$ cat src/design/measurement_register_extend_defines.svh
// Assertion macros shared by the design files.
`ifndef MEASUREMENT_REGISTER_EXTEND_DEFINES_SVH
`define MEASUREMENT_REGISTER_EXTEND_DEFINES_SVH

// Whenever a is true, b holds in the same cycle.
`define MRE_ASSERT_SAME(lbl, clk, rst_n, a, b) \
	lbl: assert property (@(posedge clk) disable iff (!rst_n) (a) |-> (b)) \
		else $error("assertion failed");

// Whenever a is true, b holds in the next cycle.
`define MRE_ASSERT_NEXT(lbl, clk, rst_n, a, b) \
	lbl: assert property (@(posedge clk) disable iff (!rst_n) (a) |=> (b)) \
		else $error("assertion failed");

`endif

$ cat src/design/mre_pkg.sv
`timescale 1ns / 1ps
package mre_pkg;

	localparam int NUM_REGS = 4;
	localparam int SEL_W = (NUM_REGS > 1) ? $clog2(NUM_REGS) : 1;
	localparam int LEN_W = 7;
	localparam logic [LEN_W-1:0] DIGEST_BYTES = 7'd48;
	localparam int ROUNDS = 80;
	localparam int RND_W = 7;

	// Status codes.
	localparam logic ST_EXTENDED = 1'b0;
	localparam logic ST_SKIPPED = 1'b1;

	typedef enum logic [1:0] {
		S_IDLE,
		S_ROUND,
		S_FINISH,
		S_OUT
	} state_t;

	// Commands from the controller to the datapath.
	typedef struct packed {
		logic load;
		logic round;
		logic finish;
	} ctrl_cmd_t;

	// Status from the datapath to the controller.
	typedef struct packed {
		logic do_hash;
		logic last_round;
	} ctrl_sts_t;

	localparam logic [63:0] INIT_H [8] = '{
		64'hcbbb9d5dc1059ed8, 64'h629a292a367cd507, 64'h9159015a3070dd17,
		64'h152fecd8f70e5939, 64'h67332667ffc00b31, 64'h8eb44a8768581511,
		64'hdb0c2e0d64f98fa7, 64'h47b5481dbefa4fa4
	};

	localparam logic [63:0] ROUND_K [80] = '{
		64'h428a2f98d728ae22, 64'h7137449123ef65cd, 64'hb5c0fbcfec4d3b2f, 64'he9b5dba58189dbbc,
		64'h3956c25bf348b538, 64'h59f111f1b605d019, 64'h923f82a4af194f9b, 64'hab1c5ed5da6d8118,
		64'hd807aa98a3030242, 64'h12835b0145706fbe, 64'h243185be4ee4b28c, 64'h550c7dc3d5ffb4e2,
		64'h72be5d74f27b896f, 64'h80deb1fe3b1696b1, 64'h9bdc06a725c71235, 64'hc19bf174cf692694,
		64'he49b69c19ef14ad2, 64'hefbe4786384f25e3, 64'h0fc19dc68b8cd5b5, 64'h240ca1cc77ac9c65,
		64'h2de92c6f592b0275, 64'h4a7484aa6ea6e483, 64'h5cb0a9dcbd41fbd4, 64'h76f988da831153b5,
		64'h983e5152ee66dfab, 64'ha831c66d2db43210, 64'hb00327c898fb213f, 64'hbf597fc7beef0ee4,
		64'hc6e00bf33da88fc2, 64'hd5a79147930aa725, 64'h06ca6351e003826f, 64'h142929670a0e6e70,
		64'h27b70a8546d22ffc, 64'h2e1b21385c26c926, 64'h4d2c6dfc5ac42aed, 64'h53380d139d95b3df,
		64'h650a73548baf63de, 64'h766a0abb3c77b2a8, 64'h81c2c92e47edaee6, 64'h92722c851482353b,
		64'ha2bfe8a14cf10364, 64'ha81a664bbc423001, 64'hc24b8b70d0f89791, 64'hc76c51a30654be30,
		64'hd192e819d6ef5218, 64'hd69906245565a910, 64'hf40e35855771202a, 64'h106aa07032bbd1b8,
		64'h19a4c116b8d2d0c8, 64'h1e376c085141ab53, 64'h2748774cdf8eeb99, 64'h34b0bcb5e19b48a8,
		64'h391c0cb3c5c95a63, 64'h4ed8aa4ae3418acb, 64'h5b9cca4f7763e373, 64'h682e6ff3d6b2b8a3,
		64'h748f82ee5defb2fc, 64'h78a5636f43172f60, 64'h84c87814a1f0ab72, 64'h8cc702081a6439ec,
		64'h90befffa23631e28, 64'ha4506cebde82bde9, 64'hbef9a3f7b2c67915, 64'hc67178f2e372532b,
		64'hca273eceea26619c, 64'hd186b8c721c0c207, 64'heada7dd6cde0eb1e, 64'hf57d4f7fee6ed178,
		64'h06f067aa72176fba, 64'h0a637dc5a2c898a6, 64'h113f9804bef90dae, 64'h1b710b35131c471b,
		64'h28db77f523047d84, 64'h32caab7b40c72493, 64'h3c9ebe0a15c9bebc, 64'h431d67c49c100d4c,
		64'h4cc5d4becb3e42b6, 64'h597f299cfc657e2a, 64'h5fcb6fab3ad6faec, 64'h6c44198c4a475817
	};

	function automatic logic [63:0] rotr(input logic [63:0] x, input int n);
		rotr = (x >> n) | (x << (64 - n));
	endfunction

endpackage

$ cat src/design/mre_ctrl.sv
`timescale 1ns / 1ps
`include "measurement_register_extend_defines.svh"
module mre_ctrl (
	input  logic                clk,
	input  logic                arst_n,
	input  logic                in_valid,
	output logic                in_ready,
	output logic                out_valid,
	input  logic                out_ready,
	input  mre_pkg::ctrl_sts_t  sts,
	output mre_pkg::ctrl_cmd_t  cmd
);

	mre_pkg::state_t state_q, state_d;

	// State register.
	always_ff @(posedge clk or negedge arst_n) begin
		if (!arst_n) begin
			state_q <= mre_pkg::S_IDLE;
		end else begin
			state_q <= state_d;
		end
	end

	// Next state.
	always_comb begin
		state_d = state_q;
		unique case (state_q)
			mre_pkg::S_IDLE: begin
				if (in_valid) state_d = mre_pkg::S_ROUND;
			end
			mre_pkg::S_ROUND: begin
				if (!sts.do_hash) state_d = mre_pkg::S_OUT;
				else if (sts.last_round) state_d = mre_pkg::S_FINISH;
			end
			mre_pkg::S_FINISH: state_d = mre_pkg::S_OUT;
			mre_pkg::S_OUT: begin
				if (out_ready) state_d = mre_pkg::S_IDLE;
			end
			default: state_d = mre_pkg::S_IDLE;
		endcase
	end

	// Outputs.
	always_comb begin
		in_ready = (state_q == mre_pkg::S_IDLE);
		out_valid = (state_q == mre_pkg::S_OUT);
		cmd.load = in_ready && in_valid;
		cmd.round = (state_q == mre_pkg::S_ROUND) && sts.do_hash;
		cmd.finish = (state_q == mre_pkg::S_FINISH);
	end

	`MRE_ASSERT_SAME(a_excl, clk, arst_n, out_valid, !in_ready)
	`MRE_ASSERT_NEXT(a_fin, clk, arst_n, cmd.finish, out_valid)
	`MRE_ASSERT_NEXT(a_load, clk, arst_n, cmd.load, state_q == mre_pkg::S_ROUND)

endmodule

$ cat config.mk
export PLATFORM = sky130hd
export DESIGN_NAME = mre_ctrl
export DESIGN_NICKNAME = d
export VERILOG_FILES = /design/src/design/mre_pkg.sv /design/src/design/mre_ctrl.sv
export VERILOG_INCLUDE_DIRS = /design/src /design/src/design
export SDC_FILE = /design/constraint.sdc
export NUM_CORES = 1
export LEC_CHECK = 0
export ABC_AREA = 1
export BUFFER_PORTS_ARGS = -buffer_cell sky130_fd_sc_hd__buf_2
export CAP_MARGIN = 0
export CORE_AREA = 8 8 45 47
export DETAILED_ROUTE_END_ITERATION = 10
export DIE_AREA = 0 0 53 55
export HOLD_SLACK_MARGIN = 0.06
export PLACE_DENSITY = 0.37
export SKIP_LAST_GASP = 1
export SYNTH_ARGS = -nofsm -noshare
export SYNTH_HDL_FRONTEND = slang
export SYNTH_SLANG_ARGS = --single-unit
$ cat constraint.sdc
create_clock -name clk -period 2.5 [get_ports clk]
set_clock_uncertainty 0.15 [all_clocks]
set_input_delay 0.125 -clock clk [delete_from_list [all_inputs] [get_ports clk]]
set_output_delay 0.125 -clock clk [all_outputs]
set_load 0.02 [all_outputs]
==> out/metrics.cfg, run 1 <==
[final_layout]
reg.largest.list=state_q: 2 flops
n_antenna_cell=0
stdcell_area_sq_um=327
syn_to_final_growth_pct=52.6
largest_reg_flops=2
drive_above_1_share=0.313
regMostFlops=state_q
nets=60

[critical_path]
r2r-end=state_q[0]
crit_top_cell=inv_1
critical_path.max_stage_delay_ns=0.41
reg2reg_from=state_q[0]
cp_cell_sequence=inv_1 > ha_1 > nand2_1 > inv_1 > buf_2
path_max_fanout=5
cp_top_family=flip-flops
ff2ff_path_depth=6
critical-path-slowest-cell=dfrtp_1
required_ns=2.23
cp-start-kind=flop
rrSetupSlack_ns=1.16
crit_type=flop to primary output
cp_num_buf_inv=3
endpoint_kind=primary output
crit_arrival_ns=1.24

[drt]
dr_total_vias=231
dr.pass1.iters=4
wirelength_microns=522
wl_met3_microns=77
wire_per_inst_microns=8.16
antenna_left=0
wirelength_met1_microns=250
wl_met2_microns=194
routed.top_layer=met3
drc=0
drt_iter0_markers=6
routed_via_density=3.61

[grt]
globalRouteTotalUtil=0.0393
grt_pass1_vias=225
antenna_found_initial=0
grt_max_degree=6
grt_pass1_wl_microns=841
grt-ovfl-total=0

[synthesis]
yosysTopAreaCellShare=0.234
ys_seq_area_frac=0.234
synth.largest_area_cell=dfrtp_1
yosys_register_bits=2
synthDistinctLibCells=8
synthCells=33
syn_area_per_cell_sq_um=6.48
ys_warn_count=0
synth_area_leaders=dfrtp_1 23%, ha_1 23%, inv_1 16%
syn-num-nets=43
syn-cell-area_sq_um=214

[status]
outcome=finished clean

[sta]
finalCritPeriodShare=0.608
fin_setup_tns_ns=0
worstMarginPinSlew_ns=0.165
hold_viol_final=0
timing.final.ws_setup_ns=0.981
slew_headroom=0.890
rsz0062_at_grt=no
fin_crit_ns=1.52
fmax_ghz=0.658
setup_viol=0
maxSlewViolCount=0

[cts]
h-tree-depth=1
cts_tree=yes
clock_latency_ns=0.22
clkTransAtPathRegs_ns=0.03
cts_setup_buffers=0
clock-sinks=2
numCtsBuffers=3
clockRootBuffer=clkbuf_4
clk_path_buf_depth=2

[pwr]
powerDensity_nw_per_um2=1150
irDropWorstVdd_uv=298
p_leak_uw=0.000218

[place]
placed_cell_area_sq_um=284
io_buffers=10
gp_congestion=0.697
hpwlAfterDp_microns=426
dpl_worst_slack_ns=1.14

[floorplanning]
ios=11
start_util=0.155
die_w_microns=53
die_area_sq_um=2920
die_y_microns=55
rows=14
core_area_sq_um=1380

[run]
cap_violations=0

[hold_path]
hold_path.class=primary input to flop
holdPathEnd=state_q[0]
hp-start=sts[0]
hold_depth=5

[what timing repair did]
action                    4_1_cts  5_1_grt
resized for setup               0        0
hold endpoints to repair        2        0
hold buffers                    2        0
[routing by layer]
layer,GRT usage,vias to the layer above
li1,-,128
met1,0.0455,94
met2,0.0488,9
met3,0.0294,0
met4,0.0259,0
met5,0,-
[worst reg2reg max path, cell delays in order, from the launching register on]
cell and delay [ns]:
dfrtp_1 0.40, inv_1 0.10, ha_1 0.25, nand2_2 0.10, nand3_1 0.09, nand2_1 0.06
nand2_1 0.05
[report_power, final]
group          internal [uW]  switching, uW  total [uW]
sequential              51.1           21.9        73.0
combinational           88.3            146         234
clock                   52.8           17.1        70.0
total                    192            185         377
[worst max-delay path by stage]
stage                    start         end  slack, ns  cells past startpoint
floorplan           state_q[0]  state_q[0]       1.15                      7
global placement    state_q[0]  state_q[0]       1.13                      6
detailed placement  state_q[0]  state_q[0]       1.14                      6
CTS                 state_q[0]      cmd[2]       0.95                      5
global route        state_q[0]      cmd[2]       0.87                      5
finish              state_q[0]      cmd[2]       0.98                      5
[through the flow]
step / hold WS, ns / cells / utilization / power [uW]
global route: 0.132 / 64 / 0.236 / 420
detailed placement: -0.237 / 59 / 0.205 / 311
CTS: 0.105 / 64 / 0.236 / 390
global placement: -0.238 / 59 / 0.205 / 314
floorplan: -0.321 / 33 / - / 249
finish: 0.110 / 64 / 0.236 / 377
[placed cells by master (no fill, tap or decap)]
cell,instances
dlygate4sd3_1,2
ha_1,4
nand3_1,4
inv_1,9
buf_2,10
dfrtp_1,2
nand2_2,2
clkbuf_4,3
nand2_1,9
nor2_1,2
nand4_1,1
[synth_stat cells, drive strengths merged]
cell	count
nand4	1
nand3	4
ha	4
nor2	2
dfrtp	2
nand2	11
inv	9
[kinds of logic after synthesis]
group         synth area share
fa+ha+maj                0.234
buf+inv                  0.158
flops                    0.234
simple gates             0.374
[final cells by class]
type                            count  area [sq um]
Timing Repair Buffer               12          70.1
Multi-Input combinational cell     22           130
Inverter                            9          33.8
Fill cell                         162          1060
Sequential cell                     2          50.0
Tap cell                           16          20.0
Clock buffer                        3          22.5
Power figures use the tool's default switching activity.
==> run 2, diff against run 1 <==
--- a/config.mk
+++ b/config.mk
@@ -6,14 +6,14 @@
 export SDC_FILE = /design/constraint.sdc
 export NUM_CORES = 1
 export LEC_CHECK = 0
-export ABC_AREA = 1
+export ABC_AREA = 0
 export BUFFER_PORTS_ARGS = -buffer_cell sky130_fd_sc_hd__buf_2
 export CAP_MARGIN = 0
 export CORE_AREA = 8 8 45 47
 export DETAILED_ROUTE_END_ITERATION = 10
 export DIE_AREA = 0 0 53 55
 export HOLD_SLACK_MARGIN = 0.06
-export PLACE_DENSITY = 0.37
+export PLACE_DENSITY = 0.39
 export SKIP_LAST_GASP = 1
 export SYNTH_ARGS = -nofsm -noshare
 export SYNTH_HDL_FRONTEND = slang
==> constraint.sdc (replaced) <==
create_clock -name clk -period 1.31 [get_ports clk]
set_clock_uncertainty 0.15 [all_clocks]
set_input_delay 0.0655 -clock clk [delete_from_list [all_inputs] [get_ports clk]]
set_output_delay 0.0655 -clock clk [all_outputs]
set_load 0.02 [all_outputs]
==> out/metrics.cfg, run 2 <==
[status]
outcome=finished with violations
violations=negative setup slack

[floorplanning]
die_w_microns=53
core_area_sq_um=1380
ios=11
die_area_sq_um=2920
rows=14
start_util=0.161
die_y_microns=55

[drt]
wire_per_inst_microns=10.5
antenna_left=0
drt_iter0_markers=0
dr_total_vias=249
dr.pass1.iters=1
routed_via_density=3.77
drc=0
wirelength_microns=694

[cts]
h-tree-depth=1
numCtsBuffers=3
clock_latency_ns=0.23
cts_tree=yes
clkTransAtPathRegs_ns=0.04
clk_path_buf_depth=2
clock-sinks=2
clockRootBuffer=clkbuf_4

[critical_path]
crit_arrival_ns=1.48
rrSetupSlack_ns=-0.22
r2r-end=state_q[1]
cp-start-kind=flop
path_max_fanout=4
ff2ff_path_depth=5
startpoint=state_q[0]
reg2reg_from=state_q[0]
required_ns=1.26
endpoint_kind=flop
crit_type=flop to flop

[place]
placed_cell_area_sq_um=372
place_inst=57
gp_congestion=0.708
io_buffers=10
hpwlAfterDp_microns=537

[synthesis]
netlist_top_cells_count=4 x ha_1, 3 x inv_1, 2 x dfrtp_1, 2 x nand2_1
yosys_register_bits=2
syn_area_per_cell_sq_um=9.28
synthCells=24
syn-num-nets=34
synth_edf_count=0
ys_warn_count=0
yosysMostFrequentCell=ha_1
synth_area_leaders=dfrtp_1 22%, ha_1 22%, mux2_4 6.7%
synth-main-ff-cell=dfrtp_1
syn-cell-area_sq_um=223
synth.largest_area_cell=dfrtp_1
yosysTopAreaCellShare=0.225
synthDistinctLibCells=17
synth-async-reset-ratio=1.00
ys_seq_area_frac=0.225

[grt]
grt_pass1_wl_mm=1.01
grt_max_degree=5
grt_pass1_vias=270
antenna_found_initial=0
grt-ovfl-total=0
globalRouteTotalUtil=0.0486

[sta]
finalCritPeriodShare=1.17
hold_viol_final=0
fmax_ghz=0.655
fin_crit_ns=1.53
maxSlewViolCount=0
rsz0062_at_grt=yes
timing.final.ws_setup_ns=-0.218
slew_headroom=0.892
setup_viol=6
worstMarginPinSlew_ns=0.158

[hold_path]
holdPathEnd=state_q[0]
hold_depth=4
hold_path.class=primary input to flop
hp-start=sts[0]

[run]
cap_violations=0

[final_layout]
regArea_sq_um=52.6
stdcell_area_sq_um=494
drive_above_1_share=0.720
largest_reg_flops=2
fillers=157
n_antenna_cell=0
instances_no_fill=66
mostFrequentLayoutCells=7 x buf_2, 7 x buf_4, 5 x buf_6
multi_input_area_sq_um=206
regMostFlops=state_q
syn_to_final_growth_pct=122
reg.largest.list=state_q: 2 flops
nets=61

[pwr]
powerDensity_nw_per_um2=2510
p_leak_uw=0.000235
irDropWorstVdd_uv=935

run 2: cell count changes after synthesis, moves of 2 or more:
cell / previous run / this run
nand2_1: 9 / 2
inv_1: 9 / 3
nand2_2: 2 / 0
nor2_1: 2 / 0
nand3_1: 4 / 0
run 2: what timing repair did:
item	CTS	global route
gates cloned	0	0
gates resized for setup	6	7
hold buffers	3	0
buffers inserted	2	0
setup endpoints to repair	6	6
endpoints found under the hold margin	3	0
pin swaps	2	0
run 2: layout make-up:
cell class,count,area share
clock buffer,4,0.0532
inverter,4,0.0304
sequential,2,0.106
tap,16,0.0405
timing repair buffer,22,0.352
multi-input combinational,18,0.418
run 2: routing by layer:
metal | GRT usage | vias to the layer above | wire length (microns)
met2 | 0.0801 | 7 | 367
met5 | 0 | - | 0
met3 | 0.0160 | 0 | 58
li1 | - | 131 | -
met1 | 0.0456 | 111 | 269
met4 | 0.0517 | 0 | 0
run 2: worst max-delay path by stage:
stage,to,depth (start not counted)
3_3_place_gp,state_q[1],6
4_1_cts,state_q[1],5
6_report,state_q[1],5
2_1_floorplan,state_q[1],6
5_1_grt,state_q[0],7
3_5_place_dp,state_q[1],6
run 2: cell families (layout without fill, tap and decap cells):
group	after synthesis	count (layout)	share of synthesized area
flops	2	2	0.225
mux	2	2	0.112
simple gates	8	8	0.225
buf+inv	4	30	0.0674
fa+ha+maj	4	4	0.225
compound gates	4	4	0.146
run 2: per-stage QoR:
step	utilization	TNS [ns]	hold WS [ns]	power [uW]	setup slack, ns
2_1_floorplan	-	-0.363	-0.380	637	-0.245
3_3_place_gp	0.269	-0.432	-0.298	884	-0.260
3_5_place_dp	0.269	-0.450	-0.297	904	-0.265
4_1_cts	0.337	-1.02	0.118	1190	-0.226
5_1_grt	0.357	-1.16	0.128	1340	-0.263
6_report	0.357	-0.840	0.120	1240	-0.218
run 2: worst max-delay path: stages (launching register included):
cell and delay [ns]:
dfrtp_2 0.44, ha_4 0.18, nand2b_4 0.07, o21ai_2 0.06, a31oi_2 0.18, mux2_4 0.32
run 2: power breakdown:
part / internal [uW] / leakage [uW] / switching, uW
sequential: 105 / 0.0000215 / 53.1
combinational: 525 / 0.000198 / 402
clock: 113 / 0.0000150 / 41.3
total: 743 / 0.000235 / 496
==> run 3, diff against run 2 <==
--- a/config.mk
+++ b/config.mk
@@ -9,9 +9,9 @@
 export ABC_AREA = 0
 export BUFFER_PORTS_ARGS = -buffer_cell sky130_fd_sc_hd__buf_2
 export CAP_MARGIN = 0
-export CORE_AREA = 8 8 45 47
+export CORE_AREA = 2 2 39 41
 export DETAILED_ROUTE_END_ITERATION = 10
-export DIE_AREA = 0 0 53 55
+export DIE_AREA = 0 0 41 43
 export HOLD_SLACK_MARGIN = 0.06
 export PLACE_DENSITY = 0.39
 export SKIP_LAST_GASP = 1
==> out/metrics.cfg, run 3 (synthesis results as in run 2) <==
[status]
outcome=finished with violations
violations=negative setup slack

[sta]
worstMarginPinSlew_ns=0.214
slew_headroom=0.857
hold_viol_final=0
fin_setup_tns_ns=-0.960
fmax_ghz=0.651
finalCritPeriodShare=1.17
fin_crit_ns=1.54
rsz0062_at_grt=yes
timing.final.ws_setup_ns=-0.226
maxSlewViolCount=0
setup_viol=6

[floorplanning]
ios=11
die_y_microns=43
core_area_sq_um=1380
rows=14
die_w_microns=41
start_util=0.161
die_area_sq_um=1760

[cts]
clock-sinks=2
clock_latency_ns=0.23
clk_path_buf_depth=2
h-tree-depth=1
clockRootBuffer=clkbuf_4
clkTransAtPathRegs_ns=0.04
numCtsBuffers=3
cts_tree=yes

[hold_path]
hold_path.class=primary input to flop

[final_layout]
n_antenna_cell=0
final_common_cell=buf_4
syn_to_final_growth_pct=121
drive_above_1_share=0.740
final_util=0.356
mostFrequentLayoutCells=10 x buf_4, 6 x buf_2
reg.largest.list=state_q: 2 flops
regMostFlops=state_q
largest_reg_flops=2
nets=61

[drt]
drc=0
dr.pass1.iters=2
wirelength_microns=600
dr_total_vias=253
routed_via_density=3.83
wire_per_inst_microns=9.09
antenna_left=0
drt_iter0_markers=1

[grt]
antenna_found_initial=0
grt_pass1_vias=238
grt_pass1_wl_microns=903
globalRouteTotalUtil=0.0823
grt_max_degree=6
grt-ovfl-total=0

[critical_path]
crit_top_cell=inv_2
crit_type=flop to flop
endpoint_kind=flop
critical-path-slowest-cell=dfrtp_2
critical_path.max_stage_delay_ns=0.44
required_ns=1.27
cp_cell_sequence=inv_2 > ha_4 > inv_2 > o21ai_2 > buf_4 > mux2i_1 > a21oi_2
cp-start-kind=flop
path_max_fanout=5
crit_arrival_ns=1.49

[pwr]
p_leak_uw=0.000232
powerDensity_nw_per_um2=2470
irDropWorstVdd_uv=833

[place]
io_buffers=10
dpl_worst_slack_ns=-0.264
hpwlAfterDp_microns=453
gp_congestion=0.670

[run]
cap_violations=0

## run 3: area by class of cell
type	count	area, sq um
multi-input combinational	18	210
sequential	2	52.6
inverter	4	15.0
timing repair buffer	22	169
clock buffer	4	26.3
fill	150	891
tap	16	20.0
## run 3: what timing repair did
action / CTS / global route
resized for setup: 10 / 4
hold buffers: 2 / 1
setup endpoints to repair: 6 / 6
endpoints found under the hold margin: 3 / 1
setup buffers: 2 / 1
pin swaps: 1 / 1
## run 3: worst paths after layout
path / start / end / slack [ns] / cells after the start
worst min register to register: state_q[1] / state_q[1] / 0.44 / 1
worst min-delay path: sts[0] / state_q[0] / 0.16 / 4
max in group asynchronous: arst_n / state_q[1] / 0.34 / 3
worst max register to register: state_q[0] / state_q[0] / -0.23 / 7
min in group asynchronous: arst_n / state_q[0] / 0.53 / 3
worst max-delay path: state_q[0] / state_q[0] / -0.23 / 7
## run 3: worst max-delay path, delay by kind of cell (launching register included)
family	cells	cell delay, ns
compound gates	2	0.22
fa+ha+maj	1	0.13
mux	1	0.21
buf+inv	3	0.27
flops	1	0.44
## run 3: metal layers
layer  up-vias  track usage  wire length [microns]
li1        132            -                      -
met1       113       0.0804                    231
met2         8        0.113                    335
met3         0       0.0471                     33
met4         0       0.0800                      0
met5         -            0                      0
## run 3: power breakdown
| part | internal [uW] | switching (uW) |
|---|---|---|
| combinational | 512 | 388 |
| sequential | 105 | 59.1 |
| clock | 113 | 39.0 |
## run 3: stage by stage
| stage | total power (uW) | hold slack [ns] | instances | area [sq um] |
|---|---|---|---|---|
| after floorplan | 637 | -0.380 | 24 | 249 |
| after global placement | 893 | -0.298 | 57 | 372 |
| after detailed placement | 899 | -0.298 | 57 | 372 |
| after CTS | 1180 | 0.0302 | 64 | 463 |
| after global routing | 1320 | 0.151 | 66 | 493 |
| final | 1220 | 0.156 | 66 | 493 |
